<file path="config.mk">
export PLATFORM = sky130hd
export DESIGN_NAME = indexed_list_insert_delete
export DESIGN_NICKNAME = d
export VERILOG_FILES = /design/src/design/ili_pkg.sv /design/src/design/indexed_list_insert_delete.sv /design/src/design/ili_ram.sv
export SDC_FILE = /design/constraint.sdc
export NUM_CORES = 2
export LEC_CHECK = 0
export ABC_AREA = 1
export BUFFER_PORTS_ARGS = -buffer_cell sky130_fd_sc_hd__buf_2
export CAP_MARGIN = 0
export CORE_ASPECT_RATIO = 0.9
export CORE_MARGIN = 2
export CORE_UTILIZATION = 55
export CTS_BUF_LIST = sky130_fd_sc_hd__clkbuf_2 sky130_fd_sc_hd__clkbuf_4 sky130_fd_sc_hd__clkbuf_8
export DETAILED_ROUTE_END_ITERATION = 6
export GPL_ROUTABILITY_DRIVEN = 0
export PLACE_DENSITY = 0.72
export RECOVER_POWER = 100
export SYNTH_ARGS = -nofsm -noshare
export SYNTH_HDL_FRONTEND = slang
export SYNTH_SLANG_ARGS = --single-unit
export TNS_END_PERCENT = 100
</file>
<file path="constraint.sdc">
create_clock -name clk -period 13 [get_ports clk]
set_input_delay 2.6 -clock clk [delete_from_list [all_inputs] [get_ports clk]]
set_output_delay 2.6 -clock clk [all_outputs]
set_load 0.05 [all_outputs]
</file>
<file path="src/design/ili_pkg.sv">
`default_nettype none
// ----------------------------------------------------------------------------
// ili_pkg
// Shared types and constants for the indexed list block.
// ----------------------------------------------------------------------------
package ili_pkg;

  localparam int CAPACITY = 64;
  localparam int ADDR_W   = $clog2(CAPACITY);
  localparam int CNT_W    = 7;
  localparam int POS_W    = 7;
  localparam int VAL_W    = 32;
  localparam int OP_W     = 3;
  localparam int ST_W     = 2;

  localparam int IN_TDATA_W  = 48;
  localparam int OUT_TDATA_W = 48;

  typedef logic [OP_W-1:0] opcode_t;
  typedef logic [ST_W-1:0] status_t;

  localparam opcode_t OP_READ = 3'd0;
  localparam opcode_t OP_HEAD = 3'd1;
  localparam opcode_t OP_TAIL = 3'd2;
  localparam opcode_t OP_AT   = 3'd3;
  localparam opcode_t OP_DEL  = 3'd4;

  localparam status_t ST_DONE  = 2'd0;
  localparam status_t ST_RANGE = 2'd1;
  localparam status_t ST_FULL  = 2'd2;

endpackage
`default_nettype wire

</file>
<file path="src/design/indexed_list_insert_delete.sv">
`default_nettype none
// ----------------------------------------------------------------------------
// indexed_list_insert_delete
// Ordered list of up to 64 signed 32-bit values held in one RAM.
// ----------------------------------------------------------------------------
// One transaction in, one transaction out. A read that hits passes through S_RD
// (one RAM read) before S_FIN; a rejected operation, an append or a delete of
// the last entry goes straight to S_FIN. An insert before position p walks S_UP
// from the last entry down to p, then writes the value in S_PUT; a delete at p walks
// S_DN from p+1 up to the last entry: the single RAM write port moves one entry per
// cycle, with the next read issued alongside each write. A finished result sits in
// the output register, and the next transaction is taken once it has been handed over.
// ----------------------------------------------------------------------------
module indexed_list_insert_delete (
  input  wire logic        clk,
  input  wire logic        rst_n,
  input  wire logic        in_tvalid,
  output logic             in_tready,
  // [2:0] opcode, [9:3] position, [41:10] item_value, [47:42] zero
  input  wire logic [47:0] in_tdata,
  output logic             out_tvalid,
  input  wire logic        out_tready,
  // [31:0] read_value, [33:32] status, [40:34] entry_count, [47:41] zero
  output logic [47:0]      out_tdata
);
  import ili_pkg::*;

  localparam logic [2:0] S_IDLE = 3'd0;
  localparam logic [2:0] S_RD   = 3'd1;
  localparam logic [2:0] S_UP   = 3'd2;
  localparam logic [2:0] S_PUT  = 3'd3;
  localparam logic [2:0] S_DN   = 3'd4;
  localparam logic [2:0] S_FIN  = 3'd5;

  logic [2:0]        state_r, state_nxt;
  logic [CNT_W-1:0]  count_r, count_nxt;
  logic [ADDR_W-1:0] cur_r, cur_nxt;
  logic [ADDR_W-1:0] pos_r, pos_nxt;
  logic [VAL_W-1:0]  val_r, val_nxt;
  logic [VAL_W-1:0]  res_val_r, res_val_nxt;
  status_t           res_st_r, res_st_nxt;
  logic              out_valid_r;
  logic [VAL_W-1:0]  out_val_r;
  status_t           out_st_r;
  logic [CNT_W-1:0]  out_cnt_r;

  logic              ram_we;
  logic [ADDR_W-1:0] ram_waddr, ram_raddr;
  logic [VAL_W-1:0]  ram_wdata, ram_rdata;

  opcode_t           in_op;
  logic [POS_W-1:0]  in_pos;
  logic [VAL_W-1:0]  in_val;
  logic [CNT_W-1:0]  ins_pos;
  logic              full;
  logic              accept;
  logic              out_free;
  logic [CNT_W-1:0]  last_idx;

  assign in_op    = opcode_t'(in_tdata[2:0]);
  assign in_pos   = in_tdata[9:3];
  assign in_val   = in_tdata[41:10];
  assign full     = (count_r == CNT_W'(CAPACITY));
  assign in_tready = (state_r == S_IDLE);
  assign accept   = in_tvalid && in_tready;
  assign out_free = !out_valid_r || out_tready;
  assign last_idx = count_r - CNT_W'(1);

  ili_ram #(.WIDTH(VAL_W), .DEPTH(CAPACITY)) u_ram (
    .clk   (clk),
    .we    (ram_we),
    .waddr (ram_waddr),
    .wdata (ram_wdata),
    .raddr (ram_raddr),
    .rdata (ram_rdata)
  );

  always_comb begin
    state_nxt   = state_r;
    count_nxt   = count_r;
    cur_nxt     = cur_r;
    pos_nxt     = pos_r;
    val_nxt     = val_r;
    res_val_nxt = res_val_r;
    res_st_nxt  = res_st_r;
    ram_we      = 1'b0;
    ram_waddr   = cur_r;
    ram_wdata   = ram_rdata;
    ram_raddr   = cur_r;
    ins_pos     = in_pos;
    unique case (in_op)
      OP_HEAD: ins_pos = '0;
      OP_TAIL: ins_pos = count_r;
      default: ins_pos = in_pos;
    endcase

    unique case (state_r)
      S_IDLE: begin
        if (accept) begin
          res_val_nxt = '0;
          res_st_nxt  = ST_DONE;
          val_nxt     = in_val;
          pos_nxt     = ins_pos[ADDR_W-1:0];
          state_nxt   = S_FIN;
          priority case (1'b1)
            (in_op == OP_READ): begin
              if (in_pos < count_r) begin
                ram_raddr = in_pos[ADDR_W-1:0];
                state_nxt = S_RD;
              end else begin
                res_val_nxt = '1;
                res_st_nxt  = ST_RANGE;
              end
            end
            (in_op == OP_HEAD || in_op == OP_TAIL || in_op == OP_AT): begin
              if (ins_pos > count_r) begin
                res_st_nxt = ST_RANGE;
              end else if (full) begin
                res_st_nxt = ST_FULL;
              end else if (ins_pos == count_r) begin
                // append: no entry moves
                ram_we    = 1'b1;
                ram_waddr = ins_pos[ADDR_W-1:0];
                ram_wdata = in_val;
                count_nxt = count_r + CNT_W'(1);
              end else begin
                cur_nxt   = last_idx[ADDR_W-1:0];
                ram_raddr = last_idx[ADDR_W-1:0];
                state_nxt = S_UP;
              end
            end
            (in_op == OP_DEL): begin
              if (in_pos >= count_r) begin
                res_st_nxt = ST_RANGE;
              end else if (in_pos == last_idx) begin
                count_nxt = last_idx;
              end else begin
                cur_nxt   = in_pos[ADDR_W-1:0] + ADDR_W'(1);
                ram_raddr = in_pos[ADDR_W-1:0] + ADDR_W'(1);
                state_nxt = S_DN;
              end
            end
            default: ;
          endcase
        end
      end
      S_RD: begin
        res_val_nxt = ram_rdata;
        state_nxt   = S_FIN;
      end
      S_UP: begin
        // move entry cur up one place, then fetch the one below it
        ram_we    = 1'b1;
        ram_waddr = cur_r + ADDR_W'(1);
        if (cur_r == pos_r) begin
          state_nxt = S_PUT;
        end else begin
          cur_nxt   = cur_r - ADDR_W'(1);
          ram_raddr = cur_r - ADDR_W'(1);
        end
      end
      S_PUT: begin
        ram_we    = 1'b1;
        ram_waddr = pos_r;
        ram_wdata = val_r;
        count_nxt = count_r + CNT_W'(1);
        state_nxt = S_FIN;
      end
      S_DN: begin
        // move entry cur down one place, then fetch the next one
        ram_we    = 1'b1;
        ram_waddr = cur_r - ADDR_W'(1);
        if (CNT_W'(cur_r) == last_idx) begin
          count_nxt = last_idx;
          state_nxt = S_FIN;
        end else begin
          cur_nxt   = cur_r + ADDR_W'(1);
          ram_raddr = cur_r + ADDR_W'(1);
        end
      end
      S_FIN: begin
        if (out_free) begin
          state_nxt = S_IDLE;
        end
      end
      default: state_nxt = S_IDLE;
    endcase
  end

  always_ff @(posedge clk) begin
    if (!rst_n) begin
      state_r     <= S_IDLE;
      count_r     <= '0;
      out_valid_r <= 1'b0;
    end else begin
      state_r <= state_nxt;
      count_r <= count_nxt;
      if (state_r == S_FIN && out_free) begin
        out_valid_r <= 1'b1;
      end else if (out_tready) begin
        out_valid_r <= 1'b0;
      end
    end
  end

  // payload: hold the result until the output register is free
  always_ff @(posedge clk) begin
    cur_r     <= cur_nxt;
    pos_r     <= pos_nxt;
    val_r     <= val_nxt;
    res_val_r <= res_val_nxt;
    res_st_r  <= res_st_nxt;
    if (state_r == S_FIN && out_free) begin
      out_val_r <= res_val_r;
      out_st_r  <= res_st_r;
      out_cnt_r <= count_r;
    end
  end

  assign out_tvalid = out_valid_r;
  assign out_tdata  = {7'd0, out_cnt_r, out_st_r, out_val_r};

  a_count_bound: assert property (@(posedge clk) disable iff (!rst_n)
    count_r <= CNT_W'(CAPACITY))
    else $error("entry count above capacity");

  a_count_step: assert property (@(posedge clk) disable iff (!rst_n)
    ##1 (count_r == $past(count_r) || count_r == $past(count_r) + CNT_W'(1)
         || count_r == $past(count_r) - CNT_W'(1)))
    else $error("entry count moved by more than one");

  a_put_fin: assert property (@(posedge clk) disable iff (!rst_n)
    state_r == S_PUT |=> state_r == S_FIN)
    else $error("insert did not finish after placing the value");

  a_load_out: assert property (@(posedge clk) disable iff (!rst_n)
    (state_r == S_FIN && out_free) |=> out_valid_r && state_r == S_IDLE)
    else $error("result not handed to the output register");

endmodule
`default_nettype wire

</file>
<file path="src/design/ili_ram.sv">
`default_nettype none
// ----------------------------------------------------------------------------
// ili_ram
// Generic single-write, single-read RAM with registered read data.
// ----------------------------------------------------------------------------
module ili_ram #(
  parameter int WIDTH = 32,
  parameter int DEPTH = 64
) (
  input  wire logic                     clk,
  input  wire logic                     we,
  input  wire logic [$clog2(DEPTH)-1:0] waddr,
  input  wire logic [WIDTH-1:0]         wdata,
  input  wire logic [$clog2(DEPTH)-1:0] raddr,
  output logic      [WIDTH-1:0]         rdata
);

  logic [WIDTH-1:0] mem [DEPTH];

  always_ff @(posedge clk) begin
    if (we) begin
      mem[waddr] <= wdata;
    end
    rdata <= mem[raddr];
  end

endmodule
`default_nettype wire

</file>
==> metrics.yaml <==
r2r_cells: 20
grt_pass1_wl_mm: 399.0
synthTopCellsByCount: "2167 x edfxtp_1, 2150 x nand3_1, 1541 x nand2_1"
final_hold_viol_count: 0
cp.arrival_ns: 11.33
coreArea_um2: 177900
drtAntennaViolNets: 0
synthMuxAreaShare_pct: 0
dieHeight_um: 404.7
area_growth_pct: 8.768
rsz0062_at_grt: "false"
ys_seq_area_share_pct: 67.21
fillCellCount: 14000
start_util_pct: 55.16
end_kind: "register"
max_slew_margin_pct: -147.0
synthMostInstantiatedCell: "edfxtp_1"
syn_area_per_cell_um2: 10.96
failed_checks: "capacitance limit, slew limit"
r2r_start: "state_r[0]"
path_buf_inv: 6
synthTopCellsByArea: "edfxtp_1 66%, nand3_1 11%, nand2_1 5.9%, inv_1 5.3%, nand3b_1 4.9%"
fmax_ghz: 0.09578
rows: 147
required_ns: 13.89
hp-class: "reg2reg"
dr.first_iter.drc_count: 9234
cts_max_level: 5
outcome: "finished, violations left"
fin_crit_sh_pct: 80.31
fp.dieW_um: 449.2
synthDistinctLibCells: 49
final_max_slew_viol_count: 4315
crit_path_max_incr_delay_ns: 1.76
yosysTopAreaCellShare_pct: 66.33
synth-adder-area-share_pct: 0.2423
critical_path.endpoint: "u_ram.rdata[14]"
path_class: "in2reg"
yosysWarnings: 0
synth_compound_area_share_pct: 1.324
cts_buffers: 347
portBuffers: 88
grtUsageTotal_pct: 29.36
setup_tns_ns: 0
synth_xor_area_share_pct: 0.1339
synth_top_family_by_area: "simple AND/OR/NAND/NOR gates"
path_cells: "clkbuf_1 -> inv_1 -> nor2_1 -> clkbuf_1 -> o21ai_0 -> inv_1 -> nand2_1 -> nand2_8 -> nand2_8 -> clkinvlp_2 -> buf_4 -> nand2_1 -> nand3_1 -> nand3_1 -> nand3_1 -> nand3_1 -> nand3_1 -> nand2_1"
grt-ovfl-total: 0
tightest_slew_ns: 3.705
nets: 9054
ys_ff_latch: 2210
ctsResizeCount: 0
synthSimpleGateAreaFrac_pct: 22.63
cp_common_cell: "nand3_1"
synth_area_um2: 98100
synth_enable_flop_cells: 2167
routed_via_density: 5.828
finalSetupViolCount: 0
cts_tree: "done"
clk_latency_ns: 1.07
root_buffer: "clkbuf_8"
boundaryPins: 102
multiInputGateArea_um2: 24520
drive_gt1_share_pct: 7.717
dieArea_um2: 181800
clockBufferDepth: 4
drtPass1Iterations: 6
synth-async-reset-ratio_pct: 0
cp.depth: 18
startpoint: "in_tvalid"
drc_errors: 0
hold_buffers: 0
r2r_setup_slack_ns: 3.10
crit_family: "buffers and inverters"
worstPathMaxFanout: 91
worstReg2RegEnd: "u_ram.rdata[14]"
post-cts-setup-buffers: 0
skew_ns: 0.05684
antenna_found_initial: 6
register_area_um2: 65930
netlist_instances: 8949
wire_per_inst_um: 23.35
grt_pass1_vias: 64920
dr_total_vias: 67690
fin_crit_ns: 10.44
crit_path_top_delay_cell: "clkinvlp_2"
path_clk_slew_ns: 0.06
wl_mm: 271.1
cts.sinks: 2210
grt_max_degree: 191
cp-start-kind: "input port"
max_cap_viol_count: 106
hold_depth: 0
place_hpwl_mm: 133.9
yosys.area.top_type: "edfxtp_1"
synth_flop_cell: "edfxtp_1"
-- area by class of cell --
cell class,count,share of cell area [%]
flip-flops and latches,2210,61.79
multi-input cells,4774,22.98
clock buffers,486,5.624
inverters,1401,4.944
well taps,2384,2.796
repair buffers,249,1.291
clock inverters,106,0.5664
diodes,3,0.007036
-- per-stage QoR --
stage	instances	setup WS [ns]	area [um^2]	hold WS (ns)	util (%)
floorplan	8955	5.468	98120	0.4003	-
global placement	11020	4.142	100700	0.4023	56.60
detailed placement	11020	3.994	100700	0.4045	56.60
CTS	11610	5.111	107300	0.4153	60.32
global route	11610	2.329	106700	0.4131	59.99
finish	11610	2.559	106700	0.4123	59.99
-- cell usage in the layout, fill, tap and decap left out, types with 4 or more instances in the layout --
cell type   count
nand2_1      1539
o21ai_0        77
nand2_2         5
clkinvlp_4      4
ha_1           19
o21ai_1         7
clkbuf_8      376
conb_1          7
nand3b_1      643
bufinv_16       6
nand3_1      2149
xor2_1         10
o211ai_1       23
clkbuf_1      175
o22ai_1         9
o21ai_4        12
o21bai_1        7
clkinv_2       21
a221oi_1       17
inv_1        1381
dfxtp_1        43
buf_2          14
xnor2_1         5
buf_4          44
nand4_1         7
clkinv_1       76
nor3_1          6
inv_2          15
nor2_1         94
a211oi_1        8
a21oi_1        33
nor2_4         57
edfxtp_1     2167
clkbuf_4      110
nor2_2          7
or2_2           4
buf_12         16
-- worst min-delay path by stage --
| stage | start | end |
|---|---|---|
| 2_1_floorplan | res_st_r[0] | out_st_r[0] |
| 3_3_place_gp | res_st_r[1] | out_st_r[1] |
| 3_5_place_dp | res_val_r[15] | out_val_r[15] |
| 4_1_cts | res_val_r[3] | out_val_r[3] |
| 5_1_grt | res_val_r[3] | out_val_r[3] |
| 6_report | res_val_r[3] | out_val_r[3] |
-- per-layer routing --
| layer | share of wire (%) | track usage [%] | wire length (um) | up-vias |
|---|---|---|---|---|
| met4 | 5.5 | 15.83 | 14860 | 2 |
| li1 | - | - | - | 30570 |
| met3 | 12 | 6.454 | 32430 | 718 |
| met5 | 0.0048 | 0 | 13 | - |
| met2 | 45 | 45.99 | 122200 | 4022 |
| met1 | 38 | 38.50 | 101700 | 32370 |
-- worst reg2reg max path, delay by kind of cell (launching register included) --
family / cells / cell delay, ns
AOI/OAI and AO/OA: 1 / 0.32
buffers and inverters: 6 / 4.63
DFF: 1 / 0.37
and+or+nand+nor: 13 / 4.41
-- cell families after synthesis --
kind of cell             Yosys count
adder cells (fa/ha/maj)           19
AND/OR/NAND/NOR                 4521
XOR/XNOR                          15
flip-flops                      2210
buffers and inverters           1971
AO/OA/AOI/OAI                    212
other                              1
-- registers in the layout, summed over array words and instances, names as in the netlist, 3 cells and up --
signal / flops
res_val_r: 32
u_ram.rdata: 32
u_ram.mem: 2048
out_cnt_r: 7
cur_r: 6
pos_r: 6
count_r: 7
out_val_r: 32
val_r: 32
state_r: 3
Power is not shown: default switching activity piles up to over one toggle a cycle in this logic, so the estimate is an artifact.
